--- config.mk ---
export PLATFORM = sky130hd
export DESIGN_NAME = i2c_master_bit_engine
export DESIGN_NICKNAME = d
export VERILOG_FILES = /design/src/hdl/ime_pkg.sv /design/src/hdl/ime_regs.sv /design/src/hdl/ime_core.sv /design/src/hdl/i2c_master_bit_engine.sv
export SDC_FILE = /design/constraint.sdc
export NUM_CORES = 1
export LEC_CHECK = 0
export BUFFER_PORTS_ARGS = -buffer_cell sky130_fd_sc_hd__buf_4
export CAP_MARGIN = 20
export CORE_MARGIN = 1
export CORE_UTILIZATION = 50
export CTS_BUF_LIST = sky130_fd_sc_hd__clkbuf_4 sky130_fd_sc_hd__clkbuf_8 sky130_fd_sc_hd__clkbuf_16
export DETAILED_ROUTE_END_ITERATION = 10
export PLACE_DENSITY = 0.81
export SLEW_MARGIN = 20
export SYNTH_ARGS = -nofsm -noshare
export SYNTH_HDL_FRONTEND = slang
export SYNTH_SLANG_ARGS = --single-unit
--- constraint.sdc ---
create_clock -name clk -period 3.25 [get_ports clk]
set_clock_uncertainty 0.2 [all_clocks]
set_input_delay 0 -clock clk [delete_from_list [all_inputs] [get_ports clk]]
set_output_delay 0 -clock clk [all_outputs]
set_load 0.01 [all_outputs]
--- src/hdl/ime_pkg.sv ---
package ime_pkg;

	localparam int ADDR_W = 3;
	localparam logic [ADDR_W-1:0] ADDR_ACK_TIMEOUT = 3'd0;
	localparam logic [15:0] ACK_TIMEOUT_RST = 16'd250;

	localparam logic [2:0] CMD_TICK  = 3'd0;
	localparam logic [2:0] CMD_START = 3'd1;
	localparam logic [2:0] CMD_STOP  = 3'd2;
	localparam logic [2:0] CMD_WRITE = 3'd3;
	localparam logic [2:0] CMD_READ  = 3'd4;

	localparam logic [3:0] BITS_PER_BYTE = 4'd8;
	localparam logic [7:0] MSB_MASK = 8'h80;

	localparam logic [2:0] DLY_NONE  = 3'd0;
	localparam logic [2:0] DLY_ONE   = 3'd1;
	localparam logic [2:0] DLY_BIT   = 3'd2;
	localparam logic [2:0] DLY_EDGE  = 3'd4;

	typedef enum logic [2:0] {
		OP_IDLE    = 3'd0,
		OP_START   = 3'd1,
		OP_STOP    = 3'd2,
		OP_WRITE   = 3'd3,
		OP_READ    = 3'd4,
		OP_ERRSTOP = 3'd5
	} op_t;

	typedef enum logic [4:0] {
		PH_S0 = 5'd0,
		PH_S1 = 5'd1,
		PH_P0 = 5'd2,
		PH_P1 = 5'd3,
		PH_W0 = 5'd4,
		PH_W1 = 5'd5,
		PH_W2 = 5'd6,
		PH_A0 = 5'd7,
		PH_A1 = 5'd8,
		PH_A2 = 5'd9,
		PH_R0 = 5'd10,
		PH_R1 = 5'd11,
		PH_K0 = 5'd12,
		PH_K1 = 5'd13
	} phase_t;

	typedef struct packed {
		logic [2:0] cmd;
		logic [7:0] tx_byte;
		logic       send_ack;
		logic       sda_in;
	} item_t;

	typedef struct packed {
		logic       scl_level;
		logic       sda_level;
		logic       sda_drive;
		logic       busy_res;
		logic       op_done;
		logic [7:0] rx_byte;
		logic       ack_error;
		logic       cmd_rejected;
	} result_t;

	typedef struct packed {
		op_t         op;
		phase_t      phase;
		logic [2:0]  dly;
		logic [3:0]  bitc;
		logic [7:0]  shreg;
		logic [15:0] waitc;
		logic        ackc;
		logic        scl;
		logic        sda;
		logic        drv;
		logic        err;
		logic [7:0]  rx;
	} engine_t;

endpackage

--- src/hdl/ime_regs.sv ---
module ime_regs (
	input  logic                      clk,
	input  logic                      arst_n,
	input  logic                      psel,
	input  logic                      penable,
	input  logic                      pwrite,
	input  logic [ime_pkg::ADDR_W-1:0] paddr,
	input  logic [31:0]               pwdata,
	output logic [31:0]               prdata,
	output logic                      pready,
	output logic [15:0]               ack_timeout
);

	logic [15:0] ack_timeout_q;
	logic        wr_en;

	assign pready = 1'b1;
	assign wr_en = psel && penable && pwrite && (paddr == ime_pkg::ADDR_ACK_TIMEOUT);

	always_ff @(posedge clk or negedge arst_n) begin
		if (!arst_n) begin
			ack_timeout_q <= ime_pkg::ACK_TIMEOUT_RST;
		end else if (wr_en) begin
			ack_timeout_q <= pwdata[15:0];
		end
	end

	always_comb begin
		prdata = 32'd0;
		if (paddr == ime_pkg::ADDR_ACK_TIMEOUT) begin
			prdata = {16'd0, ack_timeout_q};
		end
	end

	assign ack_timeout = ack_timeout_q;

endmodule

--- src/hdl/ime_core.sv ---
module ime_core (
	input  logic              clk,
	input  logic              arst_n,
	input  logic              fire,
	input  ime_pkg::item_t    item,
	input  logic [15:0]       ack_timeout,
	output ime_pkg::result_t  res
);

	ime_pkg::engine_t st_q;
	ime_pkg::engine_t nx;
	logic             is_cmd;
	logic             fin;
	logic             rej;
	logic [3:0]       bc_nx;
	logic [2:0]       dly_dec;

	always_ff @(posedge clk or negedge arst_n) begin
		if (!arst_n) begin
			st_q.op    <= ime_pkg::OP_IDLE;
			st_q.phase <= ime_pkg::PH_S0;
			st_q.dly   <= ime_pkg::DLY_NONE;
			st_q.bitc  <= 4'd0;
			st_q.shreg <= 8'd0;
			st_q.waitc <= 16'd0;
			st_q.ackc  <= 1'b0;
			st_q.scl   <= 1'b1;
			st_q.sda   <= 1'b1;
			st_q.drv   <= 1'b1;
			st_q.err   <= 1'b0;
			st_q.rx    <= 8'd0;
		end else if (fire) begin
			st_q <= nx;
		end
	end

	always_comb begin
		nx = st_q;
		fin = 1'b0;
		rej = 1'b0;
		bc_nx = st_q.bitc + 4'd1;
		dly_dec = (st_q.dly != ime_pkg::DLY_NONE) ? st_q.dly - 3'd1 : ime_pkg::DLY_NONE;
		is_cmd = (item.cmd >= ime_pkg::CMD_START) && (item.cmd <= ime_pkg::CMD_READ);
		if (is_cmd && st_q.op != ime_pkg::OP_IDLE) begin
			rej = 1'b1;
		end else if (is_cmd) begin
			nx.op = ime_pkg::op_t'(item.cmd);
			nx.bitc = 4'd0;
			nx.waitc = 16'd0;
			nx.err = 1'b0;
			nx.ackc = item.send_ack;
			nx.shreg = 8'd0;
			case (item.cmd)
				ime_pkg::CMD_START: begin
					nx.phase = ime_pkg::PH_S0;
					nx.scl = 1'b1; nx.sda = 1'b1; nx.drv = 1'b1; nx.dly = ime_pkg::DLY_EDGE;
				end
				ime_pkg::CMD_STOP: begin
					nx.phase = ime_pkg::PH_P0;
					nx.scl = 1'b0; nx.sda = 1'b0; nx.drv = 1'b1; nx.dly = ime_pkg::DLY_EDGE;
				end
				ime_pkg::CMD_WRITE: begin
					nx.phase = ime_pkg::PH_W0;
					nx.scl = 1'b0;
					nx.sda = |(item.tx_byte & ime_pkg::MSB_MASK);
					nx.drv = 1'b1;
					nx.dly = ime_pkg::DLY_BIT;
					nx.shreg = {item.tx_byte[6:0], 1'b0};
				end
				default: begin
					nx.phase = ime_pkg::PH_R0;
					nx.scl = 1'b0; nx.drv = 1'b0; nx.dly = ime_pkg::DLY_BIT;
				end
			endcase
		end else if (st_q.op != ime_pkg::OP_IDLE) begin
			if (st_q.phase == ime_pkg::PH_A2 || (dly_dec == ime_pkg::DLY_NONE &&
					st_q.phase == ime_pkg::PH_A1)) begin
				// acknowledge sample
				nx.phase = ime_pkg::PH_A2;
				nx.dly = ime_pkg::DLY_NONE;
				if (!item.sda_in) begin
					nx.scl = 1'b0;
					fin = 1'b1;
				end else if (st_q.waitc >= ack_timeout) begin
					nx.op = ime_pkg::OP_ERRSTOP;
					nx.phase = ime_pkg::PH_P0;
					nx.scl = 1'b0; nx.sda = 1'b0; nx.drv = 1'b1; nx.dly = ime_pkg::DLY_EDGE;
				end else begin
					nx.waitc = st_q.waitc + 16'd1;
				end
			end else begin
				nx.dly = dly_dec;
				if (dly_dec == ime_pkg::DLY_NONE) begin
					case (st_q.phase)
						ime_pkg::PH_S0: begin
							nx.phase = ime_pkg::PH_S1;
							nx.scl = 1'b1; nx.sda = 1'b0; nx.drv = 1'b1;
							nx.dly = ime_pkg::DLY_EDGE;
						end
						ime_pkg::PH_S1: begin
							nx.scl = 1'b0;
							fin = 1'b1;
						end
						ime_pkg::PH_P0: begin
							nx.phase = ime_pkg::PH_P1;
							nx.scl = 1'b1; nx.sda = 1'b1; nx.drv = 1'b1;
							nx.dly = ime_pkg::DLY_EDGE;
						end
						ime_pkg::PH_P1: begin
							if (st_q.op == ime_pkg::OP_ERRSTOP) begin
								nx.err = 1'b1;
							end
							fin = 1'b1;
						end
						ime_pkg::PH_W0: begin
							nx.phase = ime_pkg::PH_W1;
							nx.scl = 1'b1; nx.drv = 1'b1; nx.dly = ime_pkg::DLY_BIT;
						end
						ime_pkg::PH_W1: begin
							nx.phase = ime_pkg::PH_W2;
							nx.scl = 1'b0; nx.drv = 1'b1; nx.dly = ime_pkg::DLY_BIT;
						end
						ime_pkg::PH_W2: begin
							nx.bitc = bc_nx;
							if (bc_nx < ime_pkg::BITS_PER_BYTE) begin
								nx.phase = ime_pkg::PH_W0;
								nx.scl = 1'b0;
								nx.sda = |(st_q.shreg & ime_pkg::MSB_MASK);
								nx.drv = 1'b1;
								nx.dly = ime_pkg::DLY_BIT;
								nx.shreg = {st_q.shreg[6:0], 1'b0};
							end else begin
								nx.phase = ime_pkg::PH_A0;
								nx.scl = 1'b0; nx.sda = 1'b1; nx.drv = 1'b0;
								nx.dly = ime_pkg::DLY_ONE;
							end
						end
						ime_pkg::PH_A0: begin
							nx.phase = ime_pkg::PH_A1;
							nx.scl = 1'b1; nx.sda = 1'b1; nx.drv = 1'b0;
							nx.dly = ime_pkg::DLY_ONE;
						end
						ime_pkg::PH_R0: begin
							nx.phase = ime_pkg::PH_R1;
							nx.scl = 1'b1; nx.drv = 1'b0; nx.dly = ime_pkg::DLY_ONE;
							nx.shreg = {st_q.shreg[6:0], item.sda_in};
						end
						ime_pkg::PH_R1: begin
							nx.bitc = bc_nx;
							if (bc_nx < ime_pkg::BITS_PER_BYTE) begin
								nx.phase = ime_pkg::PH_R0;
								nx.scl = 1'b0; nx.drv = 1'b0; nx.dly = ime_pkg::DLY_BIT;
							end else begin
								nx.phase = ime_pkg::PH_K0;
								nx.scl = 1'b0; nx.sda = !st_q.ackc; nx.drv = 1'b1;
								nx.dly = ime_pkg::DLY_BIT;
							end
						end
						ime_pkg::PH_K0: begin
							nx.phase = ime_pkg::PH_K1;
							nx.scl = 1'b1; nx.drv = 1'b1; nx.dly = ime_pkg::DLY_BIT;
						end
						ime_pkg::PH_K1: begin
							nx.scl = 1'b0;
							nx.rx = st_q.shreg;
							fin = 1'b1;
						end
						default: begin
							fin = 1'b1;
						end
					endcase
				end
			end
			if (fin) begin
				nx.op = ime_pkg::OP_IDLE;
				nx.phase = ime_pkg::PH_S0;
				nx.dly = ime_pkg::DLY_NONE;
			end
		end
	end

	always_comb begin
		res.scl_level = nx.scl;
		res.sda_level = nx.sda;
		res.sda_drive = nx.drv;
		res.busy_res = (nx.op != ime_pkg::OP_IDLE);
		res.op_done = fin;
		res.rx_byte = nx.rx;
		res.ack_error = nx.err;
		res.cmd_rejected = rej;
	end

endmodule

--- src/hdl/i2c_master_bit_engine.sv ---
// channel   handshake             fields
// req       req_valid/req_stall   cmd, tx_byte, send_ack, sda_in
// rsp       rsp_valid/rsp_stall   scl_level, sda_level, sda_drive, busy_res,
//                                 op_done, rx_byte, ack_error, cmd_rejected
// cfg       apb psel/penable      ack_timeout at byte address 0
//
// one word per cycle sustained while rsp_stall is low; an accepted word reaches rsp through
// the input register, then the engine step into the result register
// engine state updates in the same cycle the result is registered
// arst_n clears the engine, both valid flags and ack_timeout (250)
// rsp_stall holds the result register and backs up into req_stall
module i2c_master_bit_engine (
	input  logic                       clk,
	input  logic                       arst_n,
	input  logic                       req_valid,
	output logic                       req_stall,
	input  logic [2:0]                 cmd,
	input  logic [7:0]                 tx_byte,
	input  logic                       send_ack,
	input  logic                       sda_in,
	output logic                       rsp_valid,
	input  logic                       rsp_stall,
	output logic                       scl_level,
	output logic                       sda_level,
	output logic                       sda_drive,
	output logic                       busy_res,
	output logic                       op_done,
	output logic [7:0]                 rx_byte,
	output logic                       ack_error,
	output logic                       cmd_rejected,
	input  logic                       psel,
	input  logic                       penable,
	input  logic                       pwrite,
	input  logic [ime_pkg::ADDR_W-1:0] paddr,
	input  logic [31:0]                pwdata,
	output logic [31:0]                prdata,
	output logic                       pready
);

	logic             valid_s1;
	ime_pkg::item_t   item_s1;
	logic             valid_s2;
	ime_pkg::result_t res_s2;
	ime_pkg::result_t res_nx;
	logic             adv;
	logic             fire;
	logic [15:0]      ack_timeout;

	assign adv = !valid_s2 || !rsp_stall;
	assign fire = valid_s1 && adv;
	assign req_stall = valid_s1 && !adv;

	always_ff @(posedge clk or negedge arst_n) begin
		if (!arst_n) begin
			valid_s1 <= 1'b0;
		end else if (!req_stall) begin
			valid_s1 <= req_valid;
		end
	end

	always_ff @(posedge clk) begin
		if (req_valid && !req_stall) begin
			item_s1.cmd <= cmd;
			item_s1.tx_byte <= tx_byte;
			item_s1.send_ack <= send_ack;
			item_s1.sda_in <= sda_in;
		end
	end

	always_ff @(posedge clk or negedge arst_n) begin
		if (!arst_n) begin
			valid_s2 <= 1'b0;
		end else if (adv) begin
			valid_s2 <= valid_s1;
		end
	end

	always_ff @(posedge clk) begin
		if (fire) begin
			res_s2 <= res_nx;
		end
	end

	ime_regs u_regs (
		.clk         (clk),
		.arst_n      (arst_n),
		.psel        (psel),
		.penable     (penable),
		.pwrite      (pwrite),
		.paddr       (paddr),
		.pwdata      (pwdata),
		.prdata      (prdata),
		.pready      (pready),
		.ack_timeout (ack_timeout)
	);

	ime_core u_core (
		.clk         (clk),
		.arst_n      (arst_n),
		.fire        (fire),
		.item        (item_s1),
		.ack_timeout (ack_timeout),
		.res         (res_nx)
	);

	assign rsp_valid = valid_s2;
	assign scl_level = res_s2.scl_level;
	assign sda_level = res_s2.sda_level;
	assign sda_drive = res_s2.sda_drive;
	assign busy_res = res_s2.busy_res;
	assign op_done = res_s2.op_done;
	assign rx_byte = res_s2.rx_byte;
	assign ack_error = res_s2.ack_error;
	assign cmd_rejected = res_s2.cmd_rejected;

endmodule

# Yosys cells after proc, flatten, opt, wreduce, memory -nomap -nowiden
# Index checks and enable logic that the tools add are counted.
dict set report word_totals {
  register_bits 98
  inputBits 55
  out_inout_bits 50
  word_cells 154
}
dict set report classes {
  addsub 3
  magnitude_cmp 4
  eq_ne 20
  muxes 53
  bitwise 2
  n_reduce_logical 45
}
# op n
set op_table {}
lappend op_table {{2-to-1 mux 39 bit} 2}
lappend op_table {{case mux 8 bit (9 select lines)} 1}
lappend op_table {{2-to-1 mux 16 bit} 4}
lappend op_table {{2-to-1 mux 52 bit} 1}
lappend op_table {{2-to-1 mux 8 bit} 5}
lappend op_table {{2-to-1 mux 12 bit} 3}
lappend op_table {{2-to-1 mux 11 bit} 3}
lappend op_table {{equality test 5 x 4 -> 1 bit (second input constant)} 6}
lappend op_table {{case mux 7 bit (3 select lines)} 1}
lappend op_table {{equality test 5 x 3 -> 1 bit (second input constant)} 4}
lappend op_table {{2-to-1 mux 20 bit} 1}
lappend op_table {{adder 16 x 1 -> 16 bit (second input constant)} 1}
lappend op_table {{greater-or-equal comparator 16 bit} 1}
lappend op_table {{2-to-1 mux 1 bit} 16}
lappend op_table {{case mux 8 bit (2 select lines)} 1}
lappend op_table {{2-to-1 mux 3 bit} 4}
lappend op_table {{AND reduction 6 bit} 2}
lappend op_table {{nonzero test 12 bit} 1}
lappend op_table {{nonzero test 3 bit} 4}
lappend op_table {{equality test 5 x 2 -> 1 bit (second input constant)} 2}
lappend op_table {{nonzero test 2 bit} 5}
lappend op_table {{logical AND 1 bit} 9}
lappend op_table {{2-to-1 mux 9 bit} 1}
lappend op_table {{OR reduction 9 bit} 1}
lappend op_table {{31 further kinds} 48}

# Depth between registers and ports, before layout
# Gate-level depths: netlist of run 1.
dict set report logic_depth {
  depth_word 14
  mapped_depth 12
  depth_no_buf 9
}

# Modules after synthesis
# A second synthesis of run 1 with hierarchy kept.
dict set report unflattened {
  hier_cells 612
  hier_area_um2 6057.1
}
# module instances cells_each area_each_um2 seq_area_each_um2
set by_module_without_submodules {}
lappend by_module_without_submodules {ime_core 1 504 4249.1 1280.0}
lappend by_module_without_submodules {i2c_master_bit_engine 1 36 933.4 890.9}
lappend by_module_without_submodules {ime_regs 1 72 874.6 407.9}

# Worst setup path after synthesis of run 1
# No wires, ideal clock.
dict set report synth_timing {
  path_type {register to register}
  from {reg item_s1[10] (netlist name)}
  to {reg u_core.st_q[39] (netlist name)}
  setup_time_ns 0.079
  t_arrival_ns 2.672
  required_ns 2.971
  setup_slack_ns 0.299
  path_stages_with_launch 12
  n_path_buf 2
  period_less_slack_ns 2.951
  path_cell_list {edfxtp_1 nor2_4 xor2_2 inv_1 ha_1 clkbuf_1 nand2b_1 clkbuf_1 nor2_4 o21ai_1 or4_1 mux2i_1}
}
dict set report synth_via {
  elab_chain_len 5
  elab_cells_between_ends 11
  classes_between {order compare: 2; eq/ne: 1; mux: 1; bitwise: 1; reduce/logical: 6}
}
# item line
set synth_rtl {}
lappend synth_rtl {{start: declaration} i2c_master_bit_engine.sv:41} ;# ime_pkg::item_t item_s1;
lappend synth_rtl {{greater-or-equal comparator 3 x 1 -> 1 bit or <= comparator 3 bit (tied branches)} ime_core.sv:43} ;# is_cmd = (item.cmd >= ime_pkg::CMD_START) && (item.cmd <= ime_pkg::CMD_READ);
lappend synth_rtl {{logical AND 1 bit (*)} ime_core.sv:43}
lappend synth_rtl {{parallel branches: the longest is 3 deep, another holds AND reduction 6 bit} --}
lappend synth_rtl {{end signal: assignment} ime_core.sv:33} ;# st_q <= nx;
lappend synth_rtl {{end: declaration} ime_core.sv:10} ;# ime_pkg::engine_t st_q;
# Mark *: on every way between the ends.
# A chain may end at the register's enable or synchronous reset.

# Final worst setup path of run 1
dict set report layout_timing {
  from {reg item_s1[10] (netlist name)}
  to {reg u_core.st_q[7] (netlist name)}
}
dict set report layout_via {
  elab_chain_len 4
  elab_cells_between_ends 6
  classes_between {order compare: 2; mux: 2; reduce/logical: 2}
}
# item line
set layout_rtl {}
lappend layout_rtl {{greater-or-equal comparator 3 x 1 -> 1 bit or <= comparator 3 bit (tied branches)} ime_core.sv:43}
lappend layout_rtl {{logical AND 1 bit (*)} ime_core.sv:43}
lappend layout_rtl {{2-to-1 mux 8 bit or logical AND 1 bit (tied branches)} {ime_core.sv:46, ime_core.sv:44}}
lappend layout_rtl {{2-to-1 mux 52 bit (*)} ime_core.sv:44} ;# if (is_cmd && st_q.op != ime_pkg::OP_IDLE) begin
# Every way passes the cells marked *; elsewhere a longest branch is shown, timed or not.

==> results of run 1 <==
==> logic make-up (layout without fill, tap and decap cells) <==
logic type	count (synthesis)	count (layout)	synth area share (%)
compound gates	182	182	21.1
mux	28	28	5.37
simple gates	177	177	16.7
buf+inv	81	174	6.98
flops	97	97	44.4
other cells	2	17	0.129
xor+xnor	4	4	0.733
fa+ha+maj	21	21	4.53
==> placed cells by master, fill, tap and decap left out, types with 19 or more instances in the layout <==
cell type / n
ha_1: 21
inv_1: 36
o21ai_0: 49
and2_1: 19
mux2_2: 25
nand2_1: 45
buf_4: 89
nor2_1: 30
dlygate4sd3_1: 33
edfxtp_1: 28
a21oi_1: 32
dfrtp_1: 60
==> report_power, final <==
| part | switching [mW] | internal, mW | total (mW) |
|---|---|---|---|
| logic | 0.999 | 0.687 | 1.69 |
| clock network | 0.477 | 0.710 | 1.19 |
| registers | 0.294 | 1.51 | 1.80 |
| total | 1.77 | 2.91 | 4.68 |
==> per-layer routing <==
layer	global-route usage, %	vias up
li1	-	2331
met1	32.8	2424
met2	45.2	214
met3	5.45	43
met4	14.8	0
met5	0	-
==> stage by stage <==
step                cell area (um2)  utilization, %  setup slack, ps  hold slack [ps]  power (mW)
floorplan                      5860               -              299             -496        2.89
global placement               6430            58.1              338            -29.5        3.39
detailed placement             6430            58.1              264            -21.1        3.43
CTS                            7100            64.1              249             53.5        4.66
global route                   7100            64.1             57.3             92.9        4.94
finish                         7100            64.1              200             57.9        4.68
==> registers in the layout, summed over array words and instances, names as in the netlist, 8 cells and up <==
register and count:
u_regs.ack_timeout 16, u_core.st_q 51, item_s1 13, rx_byte 8
==> final timing paths <==
path | slack [ps] | endpoint | from
max in group asynchronous | 2160 | u_core.st_q[6]$_DFFE_PN0P_ | arst_n
hold / removal | 60 | u_regs.ack_timeout[5]$_DFFE_PN1P_ | penable
setup / recovery | 200 | u_core.st_q[7]$_DFFE_PN0P_ | item_s1[10]$_DFFE_PP_
min in group asynchronous | 100 | u_regs.ack_timeout[15]$_DFFE_PN0P_ | arst_n
setup reg to reg | 200 | u_core.st_q[7]$_DFFE_PN0P_ | item_s1[10]$_DFFE_PP_
hold reg to reg | 280 | u_core.st_q[12]$_DFFE_PN0P_ | item_s1[1]$_DFFE_PP_
==> final cells by class <==
cell class,count,area [um2]
repair buffers,122,998
clock inverters,5,85.1
inverters,36,135
clock buffers,11,246
well taps,140,175
flip-flops and latches,97,2580
multi-input cells,429,2880
fillers,871,3980
==> worst register-to-register path, stage by stage (launching register included) <==
cell and delay, ps:
edfxtp_1 500, nor2_4 270, xor2_2 210, inv_1 80, ha_1 310, nor4_1 480, nand3_1 450, mux2_2 420
==> flow_metrics.tcl, run 1 <==
set metrics [dict create \
    yosysTopAreaCell "dfrtp_1" \
    cp.depth 7 \
    pin_count 105 \
    setup_tns_ps 0 \
    initial_core_util_pct 52.4 \
    async_reset_ff_share_pct 71.1 \
    seq_area_frac_synth_pct 44.4 \
    tightest_slew_ps 1030 \
    max_slew_margin_pct 30.5 \
    dpl.hpwl_um 10800 \
    clk_path_buf_depth 2 \
    area_delta_synth_final_pct 22.2 \
    cts.repair.resized 0 \
    p_per_area_mw_per_mm2 659 \
    place_inst 791 \
    crit_buf_inv 1 \
    yosysUniqueCellTypes 72 \
    antenna_found_initial 0 \
    ys_top_cells_by_area "dfrtp_1 (26%), edfxtp_1 (14%), mux2_2 (4.9%)" \
    path_class "flop to flop" \
    die_w_um 110 \
    routed.top_layer "met4" \
    wl_um 15400 \
    hold_depth 5 \
    finalSetupViolCount 0 \
    cts_tree "done" \
    syn_inst 592 \
    cpPeakStageDelay_ps 500 \
    track_usage_pct 27.1 \
    yosysMostFrequentCell "dfrtp_1" \
    wl_met3_um 997 \
    core_area_mm2 0.0111 \
    htreeDepth 3 \
    p_leak_nw 3.09 \
    drc 0 \
    ys_warn_count 0 \
    drive_gt1_share_pct 23.4 \
    min_period_ps 3050 \
    max_freq_ghz 0.328 \
    hold_viol 0 \
    synth_ff_type "dfrtp_1" \
    hold_class "primary input to flop" \
    synth_seq_cells 97 \
    arrival_ps 3090 \
    met2_length_um 7420 \
    cts_made_buffers 9 \
    reg2reg_depth 7 \
    period_share_pct 93.8 \
    fin_nets 771 \
    num_rows 38 \
    ctsHoldBuffers 33 \
    fin_cells 840 \
    place_congestion 0.941 \
    setup.worst_path.start_class "flop" \
    first_iter_violations 401 \
    die-area_mm2 0.0120 \
    dr.pass1.iters 5 \
    antenna_left 0 \
    endpoint_kind "flop" \
    ir_drop_uv 389 \
    grt_pass1_wl_um 24300 \
    synth_edf_count 28 \
    required_ps 3290 \
    antennaDiodeCount 0 \
    clk_pin_slew_worst_paths_ps 70 \
    worst-path-max-fanout 8 \
    netlist_top_cells_count "dfrtp_1 (60), o21ai_0 (49), nand2_1 (45), inv_1 (36), a21oi_1 (32)" \
    rsz0062_at_grt "no" \
    insertion_delay_ps 360 \
    die_height_um 110 \
    avgRoutedWirePerCell_um 18.3 \
    crit_chain "nor2_4, xor2_2, inv_1, ha_1, nor4_1, nand3_1, mux2_2" \
    ctsRootBufferMaster "clkbuf_16" \
    num_vias 5012 \
    first_global_vias 4985 \
    path_delay_family "simple AND/OR/NAND/NOR gates" \
    grt.overflow.total 0 \
    status "finished, final reports clean" \
    grt_max_degree 70 \
    cts_setup_buffers 0 \
    cts_sinks 97 \
    synth.avg_cell_area_um2 9.80 \
    via_per_inst 5.97 \
    slew_violations 0 \
    cp_slowest_cell "edfxtp_1" \
    synth.top_cell.area_share_pct 25.9 \
    portBuffers 71 \
    cap_viol_max_count 0 \
    synthesis.area_mm2 0.00580 \
    drt-met1-wl_um 6340 \
]
(Power assumes the default switching activity.)
==> run 2, diff against run 1 <==
Settings changed: PLACE_DENSITY 0.81 to 0.84.
Clock period 3.25 ns to 2.73 ns, I/O delays scaled along.
==> run 2 against run 1 <==
The run now ends with setup timing left. Register-to-register slack worse by 310 ps. Fmax is 7.3% higher. First-iteration DRC count is 64% higher. Clock power is 19% higher. Cell count is 6.0% higher. Count of clock-buffer cells in the layout is 2 lower. Sequential share of layout area is 3.9 points lower. Combinational power is 51% higher. Flip-flop and latch count stayed put. Sequential power is 17% higher. Via count is 13% higher. Cell area is 12% higher. Critical path type unchanged. Critical endpoint is now u_core.st_q[25]$_DFFE_PN0P_.
==> flow_metrics.tcl, run 2 (synthesis results as in run 1) <==
set metrics [dict create \
    place_congestion 0.989 \
    max_freq_ghz 0.352 \
    ir_drop_uv 541 \
    postPlaceCellArea_mm2 0.00672 \
    portBuffers 71 \
    path_class "flop to flop" \
    place_inst 825 \
    clk_pin_slew_worst_paths_ps 70 \
    drive_gt1_share_pct 34.3 \
    crit_buf_inv 3 \
    p_per_area_mw_per_mm2 763 \
    power.switching_mw 2.41 \
    track_usage_pct 29.1 \
    die-area_mm2 0.0120 \
    first_iter_violations 658 \
    design_area_mm2 0.00796 \
    setup_slack_ps -112 \
    max_slew_margin_pct 40.1 \
    min_period_ps 2840 \
    antenna_left 0 \
    grt.overflow.total 0 \
    use_met3_pct 7.23 \
    die_height_um 110 \
    cts_sinks 97 \
    crit_chain "inv_1, ha_1, nand2b_4, a2111oi_4, a2111oi_4, buf_4, o41a_4, buf_6, o21ai_1, o31ai_2" \
    failed_checks "setup timing" \
    slew_violations 0 \
    wl_um 19000 \
    core_area_mm2 0.0111 \
    finalPower_mw 6.07 \
    antenna_found_initial 0 \
    htreeDepth 3 \
    path_delay_family "compound AO/OA/AOI/OAI gates" \
    n_fill_cell 684 \
    die_w_um 110 \
    num_vias 5655 \
    cts_made_buffers 9 \
    setup.worst_path.start_class "flop" \
    endpoint_kind "flop" \
    cap_viol_max_count 0 \
    rsz0062_at_grt "yes" \
    num_rows 38 \
    switching_share_pct 39.7 \
    period_share_pct 104 \
    fin_cells 890 \
    drc 0 \
    grt_most_used_layer "met2" \
    cp_slowest_cell "o41a_4" \
    dr.pass1.iters 7 \
    cpPeakStageDelay_ps 520 \
    initial_core_util_pct 52.4 \
    first_global_vias 5207 \
    layout_commonest_cell "buf_4" \
    grt_pass1_wl_um 26000 \
    avgRoutedWirePerCell_um 21.3 \
    grt_use_met1_pct 36.7 \
    area_delta_synth_final_pct 37.1 \
    worst-path-max-fanout 7 \
    multi_input_area_mm2 0.00332 \
    grt_max_degree 70 \
    fin_nets 821 \
    dpl.hpwl_um 11400 \
    antennaDiodeCount 0 \
    power.internal_mw 3.66 \
    via_per_inst 6.35 \
    register_area_mm2 0.00258 \
    largest_reg_flops 51 \
    combPwrFrac_pct 42.1 \
    clk_path_buf_depth 2 \
    worst_path_most_repeated_cell "a2111oi_4" \
    pin_count 105 \
    p_seq_share_pct 34.6 \
    required_ps 2770 \
    r2r_setup_slack_ps -110 \
    hold_class "primary input to flop" \
    status "complete, but fails checks" \
    final_util_pct 71.9 \
    ctsRootBufferMaster "clkbuf_16" \
    setup_tns_ps -1260 \
    cts_tree "done" \
    top_register "u_core.st_q" \
    insertion_delay_ps 360 \
    p_leak_nw 3.43 \
    grt.met2_usage_pct 47.8 \
    arrival_ps 2880 \
    hold_viol 0 \
    finalSetupViolCount 18 \
    power_frac_clock_pct 23.3 \
    tightest_slew_ps 898 \
    final_cell_mix "buf_4 (133), dfrtp_1 (58), o21ai_0 (45), nand2_1 (45), dlygate4sd3_1 (33)" \
]
==> run 2: cell types whose count changed in the layout (fill, tap and decap cells not counted), sizes merged <==
| cell | previous run | this run |
|---|---|---|
| buf | 89 | 138 |
| clkinv | 0 | 2 |
| clkbuf | 11 | 10 |
==> run 2: final cells by class <==
| type | instances | share of cell area, % |
|---|---|---|
| clock inverter | 7 | 1.26 |
| timing repair buffer | 172 | 17.9 |
| multi-input combinational | 429 | 41.7 |
| tap | 140 | 2.20 |
| inverter | 36 | 1.70 |
| sequential | 97 | 32.4 |
| clock buffer | 9 | 2.83 |
==> run 2: power groups by stage <==
stage	sequential [mW]	combinational [mW]	clock (mW)
4_1_cts	2.07	2.30	1.42
2_1_floorplan	1.98	1.51	0
6_report	2.10	2.56	1.42
3_5_place_dp	2.09	2.19	0
5_1_grt	2.13	2.73	1.47
3_3_place_gp	2.08	2.13	0
==> run 2: timing repair <==
item,4_1_cts,5_1_grt
endpoints found under the hold margin,91,0
buffers inserted,10,5
hold buffers,33,0
resized for setup,9,67
setup endpoints to repair,15,39
gates cloned,0,1
pin swaps,8,25
==> run 2: worst register-to-register path, delay by kind of cell (launching register included) <==
kind                     cells  cell delay [ps]
flip-flops                   1              380
buffers and inverters        3              430
AO/OA/AOI/OAI                5             1260
adder cells (fa/ha/maj)      1              280
AND/OR/NAND/NOR              1              160
==> run 2: per-layer routing <==
layer | up-vias | part of all wire [%]
met5 | - | 0
met4 | 0 | 5.2
met3 | 106 | 10
met2 | 407 | 47
met1 | 2696 | 38
li1 | 2446 | -
==> run 2: per-stage QoR <==
stage               hold slack [ps]  setup WS [ps]
floorplan                      -496          -14.8
global placement              -32.5           28.6
detailed placement            -20.7          -67.3
CTS                            46.5          -3.99
global route                   79.5           -169
finish                         53.1           -112
==> run 2: path summary, 6_finish.rpt <==
check / from / cells past startpoint / end
max: u_core.st_q[13]$_DFFE_PN0P_ / 10 / u_core.st_q[25]$_DFFE_PN0P_
max in group asynchronous: arst_n / 2 / u_core.st_q[46]$_DFFE_PN0P_
min reg2reg: u_core.st_q[39]$_DFFE_PN0P_ / 1 / u_core.st_q[39]$_DFFE_PN0P_
min in group asynchronous: arst_n / 2 / u_regs.ack_timeout[12]$_DFFE_PN0P_
max reg2reg: u_core.st_q[13]$_DFFE_PN0P_ / 10 / u_core.st_q[25]$_DFFE_PN0P_
min: penable / 5 / u_regs.ack_timeout[3]$_DFFE_PN1P_
